## config.mk

```make
export PLATFORM = sky130hd
export DESIGN_NAME = graph_connected_components
export DESIGN_NICKNAME = d
export VERILOG_FILES = /design/src/rtl/gcc_pkg.sv /design/src/rtl/gcc_adj_matrix.sv /design/src/rtl/gcc_seq.sv /design/src/rtl/graph_connected_components.sv
export SDC_FILE = /design/constraint.sdc
export NUM_CORES = 2
export LEC_CHECK = 0
export BUFFER_PORTS_ARGS = -buffer_cell sky130_fd_sc_hd__buf_2
export CAP_MARGIN = 20
export CORE_UTILIZATION = 35
export DETAILED_ROUTE_END_ITERATION = 10
export PLACE_DENSITY_LB_ADDON = 0.25
export SYNTH_ARGS = -nofsm -noshare
export SYNTH_HDL_FRONTEND = slang
export SYNTH_HIERARCHICAL = 1
export SYNTH_SLANG_ARGS = --single-unit
export TNS_END_PERCENT = 10
```

## constraint.sdc

```tcl
create_clock -name clk -period 8.4 [get_ports clk]
set_clock_uncertainty 0.15 [all_clocks]
set_input_delay 0 -clock clk [delete_from_list [all_inputs] [get_ports clk]]
set_output_delay 0 -clock clk [all_outputs]
set_load 0.005 [all_outputs]
```

## src/rtl/gcc_pkg.sv

```systemverilog
// Package: shared constants, types and helpers for the connected components block.
`timescale 1ns / 1ps

package gcc_pkg;

    localparam int MAX_NODES = 32;
    localparam int N_LIMIT   = (MAX_NODES < 32) ? MAX_NODES : 32;
    localparam int ROW_W     = N_LIMIT;
    localparam int IDX_W     = $clog2(N_LIMIT);
    localparam int CNT_W     = $clog2(N_LIMIT + 1);
    localparam int FIELD_W   = 5;
    localparam int CFG_W     = 6;

    localparam logic [CFG_W-1:0] NODE_COUNT_RESET = CFG_W'(32);
    localparam logic [CFG_W-1:0] NODE_LIMIT       = CFG_W'(N_LIMIT);

    localparam logic OP_ADD     = 1'b0;
    localparam logic OP_RESOLVE = 1'b1;

    typedef logic [ROW_W-1:0] row_t;

    typedef struct packed {
        logic             add;
        logic             clear;
        logic [IDX_W-1:0] a;
        logic [IDX_W-1:0] b;
    } adj_cmd_t;

    function automatic row_t low_mask(input logic [CNT_W-1:0] n);
        row_t m;
        for (int k = 0; k < ROW_W; k++)
        begin
            m[k] = (CNT_W'(k) < n);
        end
        return m;
    endfunction

endpackage

```

## src/rtl/gcc_adj_matrix.sv

```systemverilog
// Adjacency matrix: symmetric bit rows with edge set, full clear and one row read port.
`timescale 1ns / 1ps

module gcc_adj_matrix (
    input  logic                      clk,
    input  logic                      rst_n,
    input  gcc_pkg::adj_cmd_t         cmd,
    input  logic [gcc_pkg::IDX_W-1:0] rd_addr,
    output gcc_pkg::row_t             rd_row
);

    gcc_pkg::row_t rows_reg  [gcc_pkg::N_LIMIT];
    gcc_pkg::row_t rows_next [gcc_pkg::N_LIMIT];

    always_comb
    begin
        for (int r = 0; r < gcc_pkg::N_LIMIT; r++)
        begin
            rows_next[r] = rows_reg[r];
        end
        if (cmd.clear)
        begin
            for (int r = 0; r < gcc_pkg::N_LIMIT; r++)
            begin
                rows_next[r] = '0;
            end
        end
        else if (cmd.add)
        begin
            rows_next[cmd.a][cmd.b] = 1'b1;
            rows_next[cmd.b][cmd.a] = 1'b1;
        end
    end

    always_ff @(posedge clk or negedge rst_n)
    begin
        if (!rst_n)
        begin
            for (int r = 0; r < gcc_pkg::N_LIMIT; r++)
            begin
                rows_reg[r] <= '0;
            end
        end
        else
        begin
            for (int r = 0; r < gcc_pkg::N_LIMIT; r++)
            begin
                rows_reg[r] <= rows_next[r];
            end
        end
    end

    assign rd_row = rows_reg[rd_addr];

endmodule

```

## src/rtl/gcc_seq.sv

```systemverilog
// Sequencer: edge loading, closure sweeps over one row per cycle, and component emission.
`timescale 1ns / 1ps

module gcc_seq (
    input  logic                        clk,
    input  logic                        rst_n,
    input  logic [gcc_pkg::CFG_W-1:0]   node_count_cfg,
    input  logic                        in_valid,
    output logic                        in_stall,
    input  logic                        opcode,
    input  logic [gcc_pkg::FIELD_W-1:0] node_a,
    input  logic [gcc_pkg::FIELD_W-1:0] node_b,
    output logic                        out_valid,
    input  logic                        out_stall,
    output logic [gcc_pkg::FIELD_W-1:0] component_index,
    output logic [gcc_pkg::FIELD_W-1:0] member_node,
    output logic                        last_in_component,
    output logic                        last,
    output gcc_pkg::adj_cmd_t           cmd,
    output logic [gcc_pkg::IDX_W-1:0]   rd_addr,
    input  gcc_pkg::row_t               rd_row
);

    typedef enum logic [2:0] {
        ST_IDLE,
        ST_SEEK,
        ST_GROW,
        ST_EMIT,
        ST_CLEAR
    } state_t;

    state_t                        state_reg;
    logic [gcc_pkg::CNT_W-1:0]     n_reg;
    gcc_pkg::row_t                 mask_reg;
    logic [gcc_pkg::CNT_W-1:0]     i_reg;
    logic [gcc_pkg::CNT_W-1:0]     j_reg;
    gcc_pkg::row_t                 members_reg;
    gcc_pkg::row_t                 seen_reg;
    logic                          changed_reg;
    logic [gcc_pkg::FIELD_W-1:0]   comp_reg;
    logic                          out_valid_reg;
    logic [gcc_pkg::FIELD_W-1:0]   comp_out_reg;
    logic [gcc_pkg::FIELD_W-1:0]   member_out_reg;
    logic                          lic_out_reg;
    logic                          last_out_reg;

    logic [gcc_pkg::CNT_W-1:0]     eff_n;
    logic                          accept;
    logic                          j_end;
    logic                          j_member;
    gcc_pkg::row_t                 grown;
    gcc_pkg::row_t                 rest;
    logic                          out_free;
    logic [gcc_pkg::CNT_W-1:0]     j_inc;
    logic                          emit_word;

    assign eff_n = (node_count_cfg > gcc_pkg::NODE_LIMIT)
                   ? gcc_pkg::CNT_W'(gcc_pkg::N_LIMIT)
                   : node_count_cfg[gcc_pkg::CNT_W-1:0];

    assign in_stall  = (state_reg != ST_IDLE);
    assign accept    = in_valid && !in_stall;
    assign rd_addr   = j_reg[gcc_pkg::IDX_W-1:0];
    assign j_inc     = j_reg + gcc_pkg::CNT_W'(1);
    assign j_end     = (j_inc == n_reg);
    assign j_member  = members_reg[j_reg[gcc_pkg::IDX_W-1:0]];
    assign grown     = members_reg | (j_member ? (rd_row & mask_reg) : '0);
    assign rest      = members_reg & ~gcc_pkg::low_mask(j_inc);
    assign out_free  = !out_valid_reg || !out_stall;
    assign emit_word = (state_reg == ST_EMIT) && j_member && out_free;

    always_comb
    begin
        cmd.add   = accept && (opcode == gcc_pkg::OP_ADD)
                    && ({1'b0, node_a} < gcc_pkg::CNT_W'(eff_n))
                    && ({1'b0, node_b} < gcc_pkg::CNT_W'(eff_n));
        cmd.clear = (state_reg == ST_CLEAR);
        cmd.a     = node_a[gcc_pkg::IDX_W-1:0];
        cmd.b     = node_b[gcc_pkg::IDX_W-1:0];
    end

    always_ff @(posedge clk or negedge rst_n)
    begin
        if (!rst_n)
        begin
            state_reg      <= ST_IDLE;
            out_valid_reg  <= 1'b0;
            n_reg          <= '0;
            mask_reg       <= '0;
            i_reg          <= '0;
            j_reg          <= '0;
            members_reg    <= '0;
            seen_reg       <= '0;
            changed_reg    <= 1'b0;
            comp_reg       <= '0;
            comp_out_reg   <= '0;
            member_out_reg <= '0;
            lic_out_reg    <= 1'b0;
            last_out_reg   <= 1'b0;
        end
        else
        begin
            if (emit_word)
            begin
                out_valid_reg <= 1'b1;
            end
            else if (out_valid_reg && !out_stall)
            begin
                out_valid_reg <= 1'b0;
            end
            unique case (state_reg)
                ST_IDLE:
                begin
                    if (accept && (opcode == gcc_pkg::OP_RESOLVE))
                    begin
                        n_reg     <= eff_n;
                        mask_reg  <= gcc_pkg::low_mask(eff_n);
                        i_reg     <= '0;
                        seen_reg  <= '0;
                        comp_reg  <= '0;
                        state_reg <= ST_SEEK;
                    end
                end
                ST_SEEK:
                begin
                    if (i_reg == n_reg)
                    begin
                        state_reg <= ST_CLEAR;
                    end
                    else if (seen_reg[i_reg[gcc_pkg::IDX_W-1:0]])
                    begin
                        i_reg <= i_reg + gcc_pkg::CNT_W'(1);
                    end
                    else
                    begin
                        members_reg <= gcc_pkg::row_t'(1) << i_reg[gcc_pkg::IDX_W-1:0];
                        j_reg       <= '0;
                        changed_reg <= 1'b0;
                        state_reg   <= ST_GROW;
                    end
                end
                ST_GROW:
                begin
                    members_reg <= grown;
                    if (j_end)
                    begin
                        j_reg       <= '0;
                        changed_reg <= 1'b0;
                        if (!changed_reg && (grown == members_reg))
                        begin
                            state_reg <= ST_EMIT;
                        end
                    end
                    else
                    begin
                        j_reg <= j_inc;
                        if (grown != members_reg)
                        begin
                            changed_reg <= 1'b1;
                        end
                    end
                end
                ST_EMIT:
                begin
                    if (!j_member || out_free)
                    begin
                        if (j_member)
                        begin
                            comp_out_reg   <= comp_reg;
                            member_out_reg <= j_reg[gcc_pkg::FIELD_W-1:0];
                            lic_out_reg    <= (rest == '0);
                            last_out_reg   <= (rest == '0)
                                              && ((seen_reg | members_reg) == mask_reg);
                        end
                        if (j_end)
                        begin
                            seen_reg  <= seen_reg | members_reg;
                            comp_reg  <= comp_reg + gcc_pkg::FIELD_W'(1);
                            i_reg     <= i_reg + gcc_pkg::CNT_W'(1);
                            state_reg <= ST_SEEK;
                        end
                        else
                        begin
                            j_reg <= j_inc;
                        end
                    end
                end
                ST_CLEAR:
                begin
                    state_reg <= ST_IDLE;
                end
                default:
                begin
                    state_reg <= ST_IDLE;
                end
            endcase
        end
    end

    assign out_valid         = out_valid_reg;
    assign component_index   = comp_out_reg;
    assign member_node       = member_out_reg;
    assign last_in_component = lic_out_reg;
    assign last              = last_out_reg;

endmodule

```

## src/rtl/graph_connected_components.sv

```systemverilog
// Top level: connected components of an undirected graph over up to 32 nodes.
//
// Input channel (in_valid / in_stall) carries one word per cycle while in_stall
// is low: opcode 0 adds the edge node_a - node_b, opcode 1 resolves. An edge word
// produces nothing; an edge naming a node at or above node_count is dropped.
// A resolve holds in_stall high while the sequencer works: for each component
// it sweeps the member rows of the adjacency matrix, one row read per cycle,
// until a full sweep adds no node, and then emits that component's members.
// Output channel (out_valid / out_stall) gives one word per node, components in
// order of their smallest node and members ascending, with last_in_component
// and last marking the ends. A stalled output word holds and emission waits.
// After emission the matrix is cleared and the block takes words
// again. The config channel (cfg_valid / cfg_ready) writes node_count.
// Reset clears the matrix, drops any output word and sets node_count to 32.
`timescale 1ns / 1ps

module graph_connected_components (
    input  logic                        clk,
    input  logic                        rst_n,
    input  logic                        cfg_valid,
    output logic                        cfg_ready,
    input  logic [gcc_pkg::CFG_W-1:0]   node_count,
    input  logic                        in_valid,
    output logic                        in_stall,
    input  logic                        opcode,
    input  logic [gcc_pkg::FIELD_W-1:0] node_a,
    input  logic [gcc_pkg::FIELD_W-1:0] node_b,
    output logic                        out_valid,
    input  logic                        out_stall,
    output logic [gcc_pkg::FIELD_W-1:0] component_index,
    output logic [gcc_pkg::FIELD_W-1:0] member_node,
    output logic                        last_in_component,
    output logic                        last
);

    logic [gcc_pkg::CFG_W-1:0] node_count_reg;
    gcc_pkg::adj_cmd_t         cmd;
    logic [gcc_pkg::IDX_W-1:0] rd_addr;
    gcc_pkg::row_t             rd_row;

    assign cfg_ready = 1'b1;

    always_ff @(posedge clk or negedge rst_n)
    begin
        if (!rst_n)
        begin
            node_count_reg <= gcc_pkg::NODE_COUNT_RESET;
        end
        else if (cfg_valid && cfg_ready)
        begin
            node_count_reg <= node_count;
        end
    end

    gcc_adj_matrix u_matrix (
        .clk     (clk),
        .rst_n   (rst_n),
        .cmd     (cmd),
        .rd_addr (rd_addr),
        .rd_row  (rd_row)
    );

    gcc_seq u_seq (
        .clk               (clk),
        .rst_n             (rst_n),
        .node_count_cfg    (node_count_reg),
        .in_valid          (in_valid),
        .in_stall          (in_stall),
        .opcode            (opcode),
        .node_a            (node_a),
        .node_b            (node_b),
        .out_valid         (out_valid),
        .out_stall         (out_stall),
        .component_index   (component_index),
        .member_node       (member_node),
        .last_in_component (last_in_component),
        .last              (last),
        .cmd               (cmd),
        .rd_addr           (rd_addr),
        .rd_row            (rd_row)
    );

    a_resolve_busy: assert property (@(posedge clk) disable iff (!rst_n)
        (in_valid && !in_stall && (opcode == gcc_pkg::OP_RESOLVE)) |=> in_stall)
        else $error("resolve word did not make the block busy");

    a_last_ends_component: assert property (@(posedge clk) disable iff (!rst_n)
        (out_valid && last) |-> last_in_component)
        else $error("final word does not close its component");

    a_busy_after_word: assert property (@(posedge clk) disable iff (!rst_n)
        (out_valid && !out_stall && !last) |=> in_stall)
        else $error("block idle before the final word was emitted");

    a_busy_mid_emit: assert property (@(posedge clk) disable iff (!rst_n)
        (out_valid && !last) |-> in_stall)
        else $error("input taken while a resolve is still emitting");

endmodule
```

Word-level counts from Yosys, hierarchy flattened
Index checks and enable logic that the tools add are counted.
- input port bits: 22
- register bits after elaboration: 1166
- output and inout port bits: 15
- mux-type cells: 57
- order comparisons: 78
- bitwise gates (word level): 11
- shift-type cells: 1
- reduce and logical (&&, ||, !) cells: 38
- eq/ne operators: 20
- $add $sub $neg: 3
- operators with widths (cell ; count):
    two-way mux 1024 bit ; 2
    OR 1024 bit ; 2
    demux 32 bit (select 5 bit) ; 2
    two-way mux 32 bit ; 10
    < comparator 5 x 6 -> 1 bit, first input constant ; 32
    binary-select mux 32 bit (select 5 bit) ; 1
    one-hot mux 32 bit (2 select lines) ; 2
    < comparator 4 x 6 -> 1 bit, first input constant ; 16
    two-way mux 6 bit ; 11
    AND 32 bit ; 2
    == test 32 bit ; 2
    OR 32 bit ; 2
    < comparator 3 x 6 -> 1 bit, first input constant ; 8
    one-hot mux 6 bit (3 select lines) ; 2
    logical NOT 32 bit ; 1
    inequality test 32 bit ; 1
    NOT 32 bit ; 1
    left shift 1 x 5 -> 32 bit, first input constant ; 1
    < comparator 1 x 6 -> 1 bit, first input constant ; 4
    < comparator 2 x 6 -> 1 bit, first input constant ; 4
    < comparator 5 x 6 -> 1 bit, second input constant ; 4
    two-way mux 3 bit ; 7
    greater-or-equal comparator 6 bit, second input constant ; 3
    NOT 5 -> 6 bit ; 3
    other kinds (33) ; 85

Depth between registers and ports, before layout
- depth in word-level cells: 12
- depth in mapped cells: 16
- gate-level depth less buffers: 12

Hierarchy
The synthesis kept the hierarchy.
- modules (own cells, without submodules) (module ; area each (µm²) ; times used ; cells each):
    gcc_adj_matrix ; 48854.4 ; 1 ; 5273
    gcc_seq ; 8411.8 ; 1 ; 913
    graph_connected_components ; 264.0 ; 1 ; 15

Least setup slack after synthesis
Ideal clock, no wire load.
- path type: register to register
- start point: reg node_count_reg[5] (netlist name)
- end point: reg u_matrix/rows_reg[906] (netlist name)
- setup time: 72 ps
- slack: 4989 ps
- required time: 8178 ps
- period minus slack after synthesis: 3411 ps
- arrival time: 3189 ps
- stages on the path, launching flop included: 17
- cell sequence: dfstp_2 clkbuf_1 nand2b_1 ha_1 o21a_1 o21a_1 o21a_1 o21ai_0 a31oi_1 nor4b_1 clkbuf_1 or2_2 buf_4 buf_2 clkbuf_1 a21oi_1 nor2_1
- RTL lines (item ; line ; source):
    start: declaration ; graph_connected_components.sv:36 ; logic [gcc_pkg::CFG_W-1:0] node_count_reg;
    start signal: assignment ; graph_connected_components.sv:47 ; node_count_reg <= gcc_pkg::NODE_COUNT_RESET;
    start signal: assignment ; graph_connected_components.sv:51 ; node_count_reg <= node_count;
    end signal: indexed assignment ; gcc_adj_matrix.sv:48 ; rows_reg[r] <= rows_next[r];
    end: declaration ; gcc_adj_matrix.sv:12 ; gcc_pkg::row_t rows_reg [gcc_pkg::N_LIMIT];

==> results.md <==
- Met1 Usage GRT: roughly a third
- Max reg flops: 1024
- Fmax: 176 MHz
- Reg2reg path depth: 13
- Synthesized area per cell: approximately 9.3 µm²
- Post-route setup slack: approximately 2700 ps
- Total grt overflow: 0
- Number of diodes: 0
- Post-DRT Antenna Nets: 0
- Final GP Congestion: between 0.9 and 1
- Num CTS Buffers: 132
- Worst r2r dst: u_matrix/rows_reg[849]$_DFFE_PN0P_
- Critical path destination: u_matrix/rows_reg[849]$_DFFE_PN0P_
- Worst Tran Pin Value: 1230 ps
- Period Utilization, post-route: 67.5%
- Area Overhead vs Synth: 10.4%
- Worst path slowest cell: or2_4
- Final Cell Area: about 0.064 mm²
- Synth warnings: 6
- Layout fillers: about 16k
- Hold Path Class: primary input to register
- Met2 Usage GRT: a little under two fifths
- Setup TNS: 0 ps
- Cell variety after synth: 76
- Utilization after layout: approximately two fifths
- EDFF count, synth: 0
- DR vias: just under 50k
- Die height: between 400 and 500 µm
- Post CTS Setup Buffer Count: 0
- Post-DR vias/cell: about 6.1
- Rows: between 100 and 150
- Io pins: 37
- Post-synthesis register bit count: 1165
- Relative slew slack: 17.4%
- CTS tree: built
- Final setup viols: 0
- Commonest non-fill, non-tap cell in the layout: dfrtp_1
- Reg-to-Reg Start: node_count_reg[5]$_DFFE_PN1P_
- Synth Net Count: about 6.2k
- Max stage delay on crit path: about 940 ps
- Drc violations: 0
- Core area: 0.163 mm²
- Sequential cell area fraction in the yosys report: between 50% and 60%
- DIE AREA: ~0.17 mm²
- First-pass GRT wire length: between 300000 and 400000 µm
- Crit. End Element: register
- PwrDens: between 150 and 200 mW/mm²
- Cell area after placement: just under 0.06 mm²
- Worst slack, placed: ~2800 ps
- Static Leak: 0.0278 µW
- WHS: about 150 ps
- Die width: around 410 µm
- Initial Utilization: roughly a third
- Cell repeated most along the worst path: o21a_1
- Post-synth ARST share: 100%
- Skew-Pair Late Insertion Delay: 790 ps
- Pin count of the biggest net entering global routing: 200
- Final #Nets: 5927
- Status: completed
- Critical path type: register to register
- Initial DRC count: around 6.3k
- Crit start category: register
- Final min period: around 5700 ps
- CTS Sinks: around 1.2k
- Clock Path Buffers: 3
- Final Max Slew Viols: 0
- Met3 Track Usage GR: under 10%
- Crit. Startpoint: node_count_reg[5]$_DFFE_PN1P_
- Max Cap Violations: 0
- Peak supply drop: a little over 0.2 mV
- H-tree depth: 4
- Synthesized cell area: ~0.058 mm²
- CP Max Fanout: between 150 and 200
- Vias in the first global route: approximately 48k
- Cells after synthesis: 6201
- Busiest layer in global routing: met2
- Worst EP required: around 8900 ps
- CTS root buf: clkbuf_16
- Port Buffers: 35
- Crit-path cells: nand2b_1 -> ha_1 -> o21a_1 -> o21a_1 -> o21a_1 -> o21ai_0 -> a31oi_1 -> nor4b_2 -> buf_4 -> or2_4 -> buf_12 -> a21oi_1 -> nor2_1
- Antenna violations before repair: 7
- Total GRT Usage: 24.6%
- CTS clk-pin slew, worst paths: 60 ps
- Layout cells sized above 1: around 7.4%
- Post-Route WL: around 210000 µm
- R2R Setup Slk: 2730 ps
- Top_reg_cell synth: dfrtp_1
- First-pass DRT Iterations: 8
- Crit path arrival time: between 6000 and 7000 ps
- Commonest non-fill, non-tap cells in the layout: dfrtp_1 (1163), a21oi_1 (1138), nor2_1 (1124), o22ai_1 (554), mux2i_1 (536)
- RSZ-0062 raised after global routing: no
- Avg WL per Cell: 25.8 µm
- Final HPWL DP: approximately 120000 µm
- Final Hold Fails: 0
[where the power goes]
part	leakage (µW)	switching, µW	internal, µW
Combinational	0.00940	249	57.1
Clock	0.00215	2440	3440
Sequential	0.0162	12.0	5620
[logic make-up after synthesis]
logic type | after synthesis | share of synthesized area (%)
AOI/OAI and AO/OA | 2107 | 21.3
muxes | 564 | 10.2
DFF | 1165 | 50.7
buffers and inverters | 652 | 5.19
adders and majority gates | 17 | 0.370
other | 1 | 0.00652
xor gates and xnor gates | 18 | 0.311
and+or+nand+nor | 1677 | 12.0
[stage by stage]
step | total power (µW) | std cells
final | 11800 | 8162
after global routing | 12200 | 8162
after CTS | 11900 | 8160
after detailed placement | 6030 | 7894
after global placement | 6020 | 7894
after floorplan | 5830 | 6201
[critical path, delay by kind of cell (launching register included)]
| family | cells | cell delay (ps) |
|---|---|---|
| AND/OR/NAND/NOR | 4 | 1840 |
| buffers and inverters | 2 | 1230 |
| AO/OA/AOI/OAI | 6 | 920 |
| flip-flops | 1 | 800 |
| adder cells (fa/ha/maj) | 1 | 330 |
[timing repair]
action                                 4_1_cts  5_1_grt
gates resized for setup                      0        0
hold buffers                                33        0
endpoints found under the hold margin      628        0
[worst min path at each step]
stage	startpoint	cells past startpoint	slack, ps	endpoint
floorplan	rst_n	0	-450	node_count_reg[0]$_DFFE_PN0P_
global placement	rst_n	1	-130	u_matrix/rows_reg[406]$_DFFE_PN0P_
detailed placement	rst_n	1	-130	u_matrix/rows_reg[406]$_DFFE_PN0P_
CTS	node_a[0]	6	70	u_matrix/rows_reg[611]$_DFFE_PN0P_
global route	node_a[1]	6	170	u_matrix/rows_reg[611]$_DFFE_PN0P_
finish	node_a[0]	6	150	u_matrix/rows_reg[611]$_DFFE_PN0P_
[cells in the mapped netlist (4+ instances only)]
cell,count,area share [%]
nor4_1,14,0.15
mux2i_1,536,9.3
xnor2_1,5,0.076
nand2_1,257,1.7
dfrtp_1,1164,51
o22ai_1,554,6.0
buf_4,58,0.76
nor2b_1,12,0.13
nor3_1,76,0.66
nor2_1,1125,7.3
inv_1,16,0.10
nor3b_2,6,0.13
buf_2,201,1.7
a211oi_1,12,0.16
buf_1,62,0.40
o21a_1,40,0.52
mux4_2,6,0.23
clkbuf_1,306,2.0
buf_6,8,0.16
xor2_1,11,0.17
a22o_1,86,1.3
mux2_4,6,0.16
a21o_1,12,0.16
a22o_2,16,0.28
o21ai_0,40,0.35
a21oi_1,1138,9.9
mux2_2,11,0.22
and3b_1,7,0.11
and2_1,5,0.054
nand4_1,9,0.098
nand3_1,120,1.0
mux4_1,4,0.18
or2_2,6,0.065
ha_1,17,0.37
and3_1,6,0.065
a31oi_1,74,0.80
nand2b_1,20,0.22
o31ai_1,7,0.091
a22oi_1,99,1.3
[cell type report]
cell class / instances / area (µm²) / area share, %
flip-flops and latches: 1165 / 29200 / 45.9
multi-input cells: 4384 / 25500 / 40.1
clock buffers: 197 / 3950 / 6.22
well taps: 2175 / 2720 / 4.28
repair buffers: 189 / 1770 / 2.79
clock inverters: 36 / 412 / 0.648
inverters: 16 / 60.1 / 0.0945
[metal layers]
layer  vias to the layer above  wire length, µm
li1                      21600                -
met1                     25084            90800
met2                      2310            93300
met3                       449            17600
met4                        10             9170
met5                         -               53
Note: power is estimated with default switching activity, not from simulation.
